[src/sv/lapsh_fifo.sv]
// Small command queue between the front and back parts.
module lapsh_fifo #(
    parameter int WIDTH = 8,
    parameter int DEPTH = 4
) (
    input  logic             clk,
    input  logic             rst_n,
    input  logic             push,
    input  logic [WIDTH-1:0] push_data,
    input  logic             pop,
    output logic [WIDTH-1:0] head_data,
    output logic             full,
    output logic             not_empty
);

    localparam int PW = (DEPTH > 1) ? $clog2(DEPTH) : 1;
    localparam int CW = $clog2(DEPTH + 1);

    logic [WIDTH-1:0] slot_reg [DEPTH];
    logic [PW-1:0]    wr_ptr_reg, wr_ptr_next;
    logic [PW-1:0]    rd_ptr_reg, rd_ptr_next;
    logic [CW-1:0]    count_reg, count_next;

    assign full      = (count_reg == CW'(DEPTH));
    assign not_empty = (count_reg != '0);
    assign head_data = slot_reg[rd_ptr_reg];

    always_comb
    begin
        wr_ptr_next = wr_ptr_reg;
        rd_ptr_next = rd_ptr_reg;
        count_next  = count_reg;
        if (push)
        begin
            wr_ptr_next = (wr_ptr_reg == PW'(DEPTH - 1)) ? '0 : wr_ptr_reg + 1'b1;
        end
        if (pop)
        begin
            rd_ptr_next = (rd_ptr_reg == PW'(DEPTH - 1)) ? '0 : rd_ptr_reg + 1'b1;
        end
        if (push && !pop)
        begin
            count_next = count_reg + 1'b1;
        end
        else if (pop && !push)
        begin
            count_next = count_reg - 1'b1;
        end
    end

    always_ff @(posedge clk or negedge rst_n)
    begin
        if (!rst_n)
        begin
            wr_ptr_reg <= '0;
            rd_ptr_reg <= '0;
            count_reg  <= '0;
        end
        else
        begin
            wr_ptr_reg <= wr_ptr_next;
            rd_ptr_reg <= rd_ptr_next;
            count_reg  <= count_next;
        end
    end

    always_ff @(posedge clk)
    begin
        if (push)
        begin
            slot_reg[wr_ptr_reg] <= push_data;
        end
    end

endmodule

[config.mk]
export PLATFORM = sky130hd
export DESIGN_NAME = lapsh_fifo
export DESIGN_NICKNAME = d
export VERILOG_FILES = /design/src/sv/lapsh_fifo.sv
export SDC_FILE = /design/constraint.sdc
export NUM_CORES = 1
export LEC_CHECK = 0
export BUFFER_PORTS_ARGS = -buffer_cell sky130_fd_sc_hd__buf_2
export CORE_MARGIN = 3
export CORE_UTILIZATION = 55
export DETAILED_ROUTE_END_ITERATION = 8
export PLACE_DENSITY = 0.88
export SLEW_MARGIN = 20
export SYNTH_ARGS = -nofsm -noshare
export SYNTH_HDL_FRONTEND = slang
export SYNTH_SLANG_ARGS = --single-unit
[constraint.sdc]
create_clock -name clk -period 1.6 [get_ports clk]
set_clock_uncertainty 0.05 [all_clocks]
set_input_delay 0.32 -clock clk [delete_from_list [all_inputs] [get_ports clk]]
set_output_delay 0.32 -clock clk [all_outputs]
set_load 0.005 [all_outputs]
==> summary.md <==
| Metric | Value |
|---|---|
| Setup WS pre-CTS | `-0.03717 ns` |
| GP Congestion | `0.6869` |
| Fin Hold WS | `0.1417 ns` |
| CP required | `1.23 ns` |
| Max-slew headroom | `0.7110` |
| Arr. time, crit path | `1.54 ns` |
| I/O pin total | `22` |
| Final WL | `2.468 mm` |
| Worst Tran Pin Value | `0.4336 ns` |
| Worst setup margin | `-0.3135 ns` |
| First-pass GRT wire length | `4.036 mm` |
| Initial antenna violation count | `0` |
| Final HPWL DP | `1.719 mm` |
| Setup TNS Final | `-2.415 ns` |
| Sequential fraction of design power | `0.515` |
| Unique masters post-synth | `18` |
| Vias/cell | `5.514` |
| Final hold violations | `0` |
| Unrepaired setup endpoints after global routing | `true` |
| CP Launch Type | `register` |
| Clock latency on the worst-skew pair | `0.33 ns` |
| Mux contribution to synthesized area | `0.1361` |
| Cell taking the most area after synthesis | `edfxtp_1` |
| Reg clk slew, reported paths | `0.11 ns` |
| DR WL/cell | `17.14 um` |
| Placed cell area | `1748 sq um` |
| Area Overhead vs Synth | `16.32%` |
| PortBufs | `21` |
| Worst reg2reg startpoint | `count_reg[1]` |
| Number of placed instances, taps included | `133` |
| Core area | `2590 sq um` |
| Combinational fraction of design power | `0.330` |
| Rows | `18` |
| Initial DRT Pass Iterations | `4` |
| Met2 usage | `0.2715` |
| Die extent in y | `59.46 um` |
| Total GRT Usage | `0.1679` |
| PD cells | `1593 nW/um^2` |
| Crit end category | `output pin` |
| Area fraction in compound gates after synthesis | `0.006369` |
| Met1 Use GR | `0.1907` |
| Clk pwr share | `0.154` |
| Largest net degree at the start of global routing | `12` |
| Family with the most delay on the worst path | `multiplexers` |
| R2r worst-path depth | `5` |
| DR vias | `794` |
| Cell Area, Synth | `1572 sq um` |
| Max-cap violations | `0` |
| CTS tree | `built` |
| Adder-cell share of the synthesized area | `0.06051` |
| Synth Area in Simple Gates | `0.03503` |
| Post-synthesis xor/xnor area fraction | `0.01672` |
| Hold Path Class | `input port to register` |
| Final period utilization | `1.196` |
| Area share of the leading cell type in the synthesized netlist | `0.6115` |
| Crit Path Max Fanout | `8` |
| GR peak layer | `met2` |
| Die X | `59.46 um` |
| Post-layout util | `0.7058` |
| Hold Path End | `slot_reg[1][1]` |
| Number of global-route vias before repair | `848` |
| Worst path buffer plus inverter count | `2` |
| Clock Tree Buf Depth | `2` |
| Slew Viols, Final | `0` |
| Largest stage delay, worst path | `0.50 ns` |
| Routed Antenna Nets | `0` |
| Synth Net Count | `98` |
| Syn Area/Cell | `19.89 sq um` |
| Finished Layout Cells | `144` |
| Failing checks | `negative setup slack` |
| Worst r2r dst | `count_reg[2]` |
| Power Total | `2.913 mW` |
| Hold_sp | `push_data[1]` |
| Share of layout cells above drive strength 1 | `0.4035` |
| Met3 Resource Use GR | `0.07407` |
| Int Power | `2.066 mW` |
| P_leak | `0.7012 nW` |
| Final nets | `132` |
| Net Switching | `0.8468 mW` |
| DRC viols | `0` |
| Seq cells post-synth | `39` |
| Post-route design area | `1828 sq um` |
| Status | `finished with violations` |
| Min Tclk post-route | `1.913 ns` |
| Critical Path Slowest Stage Cell | `mux4_2` |
| Largest family of logic cells by synthesized area | `multiplexers` |
| Root Buffer | `clkbuf_4` |
| CP Cell Sequence | `buf_12 -> mux4_2 -> buf_2` |
| Num CTS Buffers | `5` |
| Highest Clock Rate | `0.5226 GHz` |
| N_diodes | `0` |
| Final Setup Violations | `9` |
| Initial Utilization | `0.6068` |
| CTS Sinks | `39` |
| Register area share after synthesis | `0.7229` |
| VDD IR max | `937.3 uV` |
| Switching Share | `0.2907` |
| GRT overflow | `0` |
| Worst setup path class | `register to output pin` |
| Top cells by area, synth | `edfxtp_1, mux4_2, dfrtp_1, ha_1, mux2_2` |
| Cells after synthesis | `79` |
| H-tree depth | `2` |
| Largest register FFs | `32` |
| Hold depth | `1` |
| Die area | `3535 sq um` |
| Syn. warnings | `0` |
| Initial DRC count | `25` |
| Reg-to-reg slack, setup | `0.08 ns` |
-- layer usage --
layer / share of wire / wire [um] / up-vias
li1: - / - / 367
met1: 0.40 / 981 / 400
met3: 0.051 / 126 / 6
met2: 0.53 / 1314 / 21
met5: 0 / 0 / -
met4: 0.019 / 46 / 0
-- placed cells by master, fill, tap and decap left out, drive strengths merged --
master,netlist,layout
and2,4,4
buf,2,28
clkbuf,0,6
clkinv,0,2
dfrtp,7,7
dlygate4sd3,0,1
edfxtp,32,32
fa,1,1
ha,6,6
inv,5,5
mux2,3,3
mux4,8,8
nand2,1,1
nand3,1,1
nor2,2,2
nor3b,1,1
o21ai,2,2
or3,1,1
xnor2,1,1
xor2,2,2
-- what timing repair did --
item / 4_1_cts / 5_1_grt
pin swaps: 0 / 0
endpoints found under the setup margin: 9 / 10
buffers inserted: 2 / 0
resized for setup: 0 / 2
endpoints found under the hold margin: 7 / 0
hold buffers: 1 / 0
-- power by group through the flow --
| stage | Combinational, mW | Sequential [mW] | Clock (mW) |
|---|---|---|---|
| after floorplan | 0.635 | 1.44 | 0 |
| after global placement | 0.882 | 1.50 | 0 |
| after detailed placement | 0.928 | 1.52 | 0 |
| after CTS | 0.978 | 1.49 | 0.460 |
| after global routing | 1.07 | 1.53 | 0.512 |
| final | 0.962 | 1.50 | 0.449 |
-- synthesized netlist by cell type --
cell type  count
edfxtp_1      32
mux4_2         8
dfrtp_1        7
ha_1           6
inv_1          5
and2_1         4
mux2_2         3
nor2_1         2
o21ai_0        2
xor2_1         2
buf_2          1
buf_6          1
fa_1           1
nand2_1        1
nand3_1        1
nor3b_1        1
or3_1          1
xnor2_1        1
-- logic make-up after synthesis --
logic type,after synthesis
and+or+nand+nor,10
AOI/OAI and AO/OA,2
adders and majority gates,7
DFF,39
xor gates and xnor gates,3
buffers and inverters,7
muxes,11
-- worst max-delay path by stage --
stage / from / to / cells past startpoint / slack (ns)
4_1_cts: rd_ptr_reg[0] / head_data[2] / 3 / -0.34
2_1_floorplan: pop / count_reg[2] / 7 / 0.16
3_5_place_dp: pop / count_reg[2] / 8 / -0.04
3_3_place_gp: pop / count_reg[2] / 8 / 0.04
5_1_grt: rd_ptr_reg[0] / head_data[0] / 3 / -0.39
6_report: rd_ptr_reg[0] / head_data[0] / 3 / -0.31
-- cell type report --
class / count / area [sq um]
repair buffers: 29 / 180.2
clock inverters: 2 / 7.507
well taps: 30 / 37.54
multi-input cells: 33 / 405.4
inverters: 5 / 18.77
fillers: 155 / 762.0
flip-flops and latches: 39 / 1137
clock buffers: 6 / 41.29
Note: power is estimated with default switching activity, not from simulation.
