--- config.mk ---
export PLATFORM = sky130hd
export DESIGN_NAME = lapsh_front
export DESIGN_NICKNAME = d
export VERILOG_FILES = /design/src/sv/lapsh_pkg.sv /design/src/sv/lapsh_front.sv
export SDC_FILE = /design/constraint.sdc
export NUM_CORES = 1
export LEC_CHECK = 0
export ABC_AREA = 1
export BUFFER_PORTS_ARGS = -buffer_cell sky130_fd_sc_hd__buf_2
export CELL_PAD_IN_SITES_DETAIL_PLACEMENT = 1
export CELL_PAD_IN_SITES_GLOBAL_PLACEMENT = 1
export CORE_UTILIZATION = 44
export CTS_BUF_LIST = sky130_fd_sc_hd__clkbuf_16
export DETAILED_ROUTE_END_ITERATION = 10
export HOLD_SLACK_MARGIN = 0.15
export PLACE_DENSITY_LB_ADDON = 0.1
export SLEW_MARGIN = 10
export SYNTH_ARGS = -nofsm -noshare
export SYNTH_HDL_FRONTEND = slang
export SYNTH_SLANG_ARGS = --single-unit
--- constraint.sdc ---
create_clock -name clk -period 7.7 [get_ports clk]
set_input_delay 0 -clock clk [delete_from_list [all_inputs] [get_ports clk]]
set_output_delay 0 -clock clk [all_outputs]
set_load 0.03 [all_outputs]
--- src/sv/lapsh_pkg.sv ---
// Shared types and constants for the 3x3 Laplacian sharpening filter.
package lapsh_pkg;

    localparam int PIXEL_W          = 8;
    localparam int FRAME_WIDTH_W    = 11;
    localparam int FRAME_HEIGHT_W   = 16;
    localparam int CFG_DATA_W       = 16;
    localparam int CFG_INDEX_W      = 1;
    localparam int MAX_WIDTH_DEF    = 1024;
    localparam int QUEUE_DEPTH_DEF  = 4;

    localparam logic [FRAME_WIDTH_W-1:0]  FRAME_WIDTH_RST  = FRAME_WIDTH_W'(640);
    localparam logic [FRAME_HEIGHT_W-1:0] FRAME_HEIGHT_RST = FRAME_HEIGHT_W'(480);

    localparam logic [CFG_INDEX_W-1:0] REG_FRAME_WIDTH  = 1'b0;
    localparam logic [CFG_INDEX_W-1:0] REG_FRAME_HEIGHT = 1'b1;

    typedef struct packed {
        logic emit;      // row above exists, one result at least
        logic inner;     // interior pixel, filter applies
        logic last_row;
        logic last_col;
    } pix_flags_t;

endpackage

--- src/sv/lapsh_front.sv ---
// Front part: takes input pixels, tracks raster position, classifies each pixel.
module lapsh_front #(
    parameter int MAX_WIDTH = lapsh_pkg::MAX_WIDTH_DEF
) (
    input  logic                                  clk,
    input  logic                                  rst_n,
    input  logic                                  in_valid,
    output logic                                  in_stall,
    input  logic [lapsh_pkg::PIXEL_W-1:0]         pixel_in,
    input  logic [lapsh_pkg::FRAME_WIDTH_W-1:0]   frame_width,
    input  logic [lapsh_pkg::FRAME_HEIGHT_W-1:0]  frame_height,
    input  logic                                  queue_full,
    output logic                                  push,
    output logic [lapsh_pkg::PIXEL_W-1:0]         cmd_pix,
    output logic [$clog2(MAX_WIDTH)-1:0]          cmd_col,
    output lapsh_pkg::pix_flags_t                 cmd_flags
);

    import lapsh_pkg::*;

    localparam int AW  = $clog2(MAX_WIDTH);
    localparam int MWW = $clog2(MAX_WIDTH + 1);
    localparam int WW  = (MWW > FRAME_WIDTH_W) ? MWW : FRAME_WIDTH_W;
    localparam int HW  = FRAME_HEIGHT_W;

    logic [AW-1:0] col_reg, col_next;
    logic [HW-1:0] row_reg, row_next;

    logic [WW-1:0] fw_ext;
    logic [WW-1:0] eff_w;
    logic [WW-1:0] col_eff;
    logic [AW-1:0] col_a;
    logic [HW-1:0] eff_h;
    logic [HW-1:0] row_eff;
    logic          last_col;
    logic          last_row;

    assign in_stall = queue_full;
    assign push     = in_valid && !queue_full;

    always_comb
    begin
        fw_ext = WW'(frame_width);
        if (fw_ext < WW'(3))
        begin
            eff_w = WW'(3);
        end
        else if (fw_ext > WW'(MAX_WIDTH))
        begin
            eff_w = WW'(MAX_WIDTH);
        end
        else
        begin
            eff_w = fw_ext;
        end
        col_eff  = (WW'(col_reg) >= eff_w) ? eff_w - 1'b1 : WW'(col_reg);
        col_a    = col_eff[AW-1:0];
        last_col = (col_eff == eff_w - 1'b1);

        eff_h    = (frame_height < HW'(3)) ? HW'(3) : frame_height;
        row_eff  = (row_reg >= eff_h) ? eff_h - 1'b1 : row_reg;
        last_row = (row_eff == eff_h - 1'b1);

        cmd_flags.emit     = (row_eff != '0);
        cmd_flags.inner    = (row_eff >= HW'(2)) && (col_eff != '0) && !last_col;
        cmd_flags.last_row = last_row;
        cmd_flags.last_col = last_col;
        cmd_pix            = pixel_in;
        cmd_col            = col_a;

        col_next = col_reg;
        row_next = row_reg;
        if (push)
        begin
            if (last_col)
            begin
                col_next = '0;
                row_next = last_row ? '0 : row_eff + 1'b1;
            end
            else
            begin
                col_next = col_a + 1'b1;
                row_next = row_eff;
            end
        end
    end

    always_ff @(posedge clk or negedge rst_n)
    begin
        if (!rst_n)
        begin
            col_reg <= '0;
            row_reg <= '0;
        end
        else
        begin
            col_reg <= col_next;
            row_reg <= row_next;
        end
    end

endmodule

==> results by group <==
Timing
  – Max-slew violation count: 0
  – Clk_skew: 0.00924 ns
  – Fin Setup TNS: 0 ns
  – Worst-margin pin slew: 0.708 ns
  – Final Cycle Share: slightly below 50%
  – Slew headroom: 52.8%
  – Final setup fails: 0
  – Fmax: between 200 and 300 MHz
  – Final min period: approximately 3.8 ns
  – Fin. Hold Viols: 0
  – Worst setup margin: roughly 3.9 ns
  – RSZ-0062 raised after global routing: false

Layout
  – Max reg flops: 16
  – Ratio of cells with drive above 1 in the final layout: approximately an eighth
  – Fillers: approximately 1400
  – Commonest non-fill, non-tap cell in the layout: nand2_1
  – Area delta synth->final: 9.44%
  – Most frequent cells in the layout: nand2_1 (217), inv_1 (104), nor2_1 (70), nand3_1 (65), buf_2 (46)
  – Fin cells: a little under 900
  – Finished Cell Area: 4640 sq um
  – Nets: 823
  – N_diodes: 0

Pwr
  – Cell leakage power: roughly 0.0026 uW
  – Int Power: 705 uW
  – Switch share: between 50% and 60%
  – Maximum vdd drop: 0.000219 V
  – Total power divided by cell area: 370 nW/um^2
  – Combinational power share: 73.4%
  – Reg power frac: 17.1%
  – Switching power of the nets: about 1000 uW
  – Clk network pwr share: 9.5%

Clock network
  – Clock latency on the worst-skew pair: 0.28 ns
  – Resized cells post-CTS: 0
  – Post-CTS Hold Fix Bufs: 9
  – Max Buffers Root-to-Sink: 2
  – H-tree levels: 1
  – Clock slew at reported path FFs: roughly 0.070 ns
  – Clock sinks: 26
  – CTS Buf Count: 3
  – Post-CTS Setup Repair Bufs: 0
  – TritonCTS clock tree: done
  – Root Driver: clkbuf_16

Logic synthesis
  – Sequential-to-total area share from yosys stat: roughly 15%
  – Area leader, netlist: nand2_1
  – Post-synth EDFFs: 0
  – Mean Syn Cell Area: between 5 and 6 sq um
  – Unique cell type count in the Yosys netlist: 44
  – Top post-synthesis cells by area: nand2_1 (19%), dfrtp_1 (15%), inv_1 (9.2%), ha_1 (9.1%), nand3_1 (7.7%)
  – Yosys reg bits: 26
  – Top-area cell type share of the netlist area: roughly a fifth
  – Post-Synthesis Cells: roughly 720
  – Syn Std Cell Area: about 4200 sq um
  – Yosys warns: 0
  – Post-synthesis async set-or-reset flop share: 100%
  – Top FF cell, synth: dfrtp_1
  – Mapped Nets: approximately 790

Global routing
  – Antenna violations before repair: 0
  – All-Layer GR Usage: between 20% and 30%
  – Largest net degree at the start of global routing: 35
  – Global-route wire length before repair: around 23000 microns
  – GR Overflow Total: 0
  – Vias in the first global route: about 4800

Status
  – Status: finished clean

Setup path
  – Flop-to-flop setup slack: approximately 4 ns
  – Crit path capture: cmd_flags[2]
  – Crit Reg-Reg Endpoint: row_reg[12]
  – Worst EP required: 7.70 ns
  – Crit path kind: input pin to output port
  – FF-to-FF Start: row_reg[9]
  – Max FO, Critical Path: 17
  – CP startpoint kind: input pin
  – R2R cell count: 16
  – CP endpoint kind: output port
  – Critical Path Start: frame_width[7]
  – Arrival @ worst endpoint: approximately 3.8 ns

Worst hold path
  – HP Start: queue_full
  – Worst hold path class: input pin to register

Die
  – Die H: about 100 microns
  – IO Pins: 63
  – Core area: 9280 sq um
  – Die width: roughly 100 microns
  – Site Rows: 35
  – Full die area: approximately 10000 sq um
  – Initial core utilization: about 46%

Route
  – First drt pass iteration count: 4
  – Drt total wl: 14000 microns
  – Routed len/inst: between 15 and 20 microns
  – Routed Antenna Nets: 0
  – DR vias/cell: 5.46
  – Drt drc: 0
  – 1st-iter DRT viols: approximately 160
  – Via count: just under 5000

Placement
  – Placer Congestion: ~0.9
  – Port bufs: 46
  – Dpl hpwl: approximately 11000 microns
  – Placed Area: between 4000 and 5000 sq um
  – Pre-CTS setup slack: 3.84 ns
  – Dpl cells: between 800 and 900

Job
  – Max Cap Viol: 0
cell families (layout without fill, tap and decap cells):
group	after synthesis	after routing	share of synthesized area [%]
buffers and inverters	134	167	14.0
AND/OR/NAND/NOR	438	438	47.4
flip-flops	26	26	15.3
XOR/XNOR	15	15	3.10
adder cells (fa/ha/maj)	31	31	9.15
AO/OA/AOI/OAI	75	75	10.9
per-stage QoR:
stage                     hold slack [ns]  power (uW)  util (%)
after detailed placement         0.000205        1530      47.9
after global routing                0.273        1890      50.0
after global placement           0.000205        1480      47.9
after CTS                           0.256        1710      50.0
after floorplan                    -0.296        1230         -
final                               0.255        1720      50.0
cells in the mapped netlist, types with 8 or more instances:
cell / n
a21oi_1: 17
buf_4: 13
dfrtp_1: 26
ha_1: 31
inv_1: 104
nand2_1: 217
nand3_1: 65
nand4_1: 44
nor2_1: 70
nor2_2: 8
nor3_1: 9
o21ai_0: 23
o21ai_1: 8
xor2_1: 13
per-layer routing:
layer	vias up	GRT usage (%)	wire (microns)
li1	2399	-	-
met4	0	3.90	111
met1	2297	42.4	7030
met5	-	0	0
met3	10	2.86	532
met2	104	46.7	6320
cell type report:
class	instances	area, sq um	share of cell area, %
sequential	26	651	14.0
clock buffer	3	75.1	1.62
multi-input combinational	559	2990	64.5
inverter	107	402	8.65
clock inverter	1	30.0	0.647
timing repair buffer	56	328	7.06
tap	129	161	3.48
worst min path at each step:
| stage | to | slack, ns | depth (start not counted) |
|---|---|---|---|
| after global routing | in_stall | 0.27 | 2 |
| after floorplan | col_reg[0] | -0.30 | 0 |
| after global placement | cmd_pix[1] | 0.0002 | 0 |
| after CTS | col_reg[8] | 0.26 | 4 |
| final | col_reg[8] | 0.25 | 4 |
| after detailed placement | cmd_pix[1] | 0.0002 | 0 |
critical path: stages:
cell and delay, ns:
buf_2 0.13, nor2_1 0.11, nand2_1 0.06, nor2_1 0.08, nand2_1 0.06, nand2_1 0.33
nand2_1 0.20, ha_1 0.35, a21o_1 0.20, a22oi_2 0.16, nand4_2 0.45, nor2_1 0.42
o21ai_0 0.21, nand4_1 0.16, nor2_1 0.08, nand2_4 0.15, o21ai_0 0.12, a31oi_1 0.27
buf_2 0.26
power by group through the flow:
stage / combinational [uW] / clock, uW / sequential [uW]
3_3_place_gp: 1190 / 0 / 291
5_1_grt: 1420 / 169 / 303
2_1_floorplan: 975 / 0 / 258
4_1_cts: 1260 / 163 / 292
3_5_place_dp: 1240 / 0 / 293
6_report: 1260 / 163 / 294
Note: power is estimated with default switching activity, not from simulation.
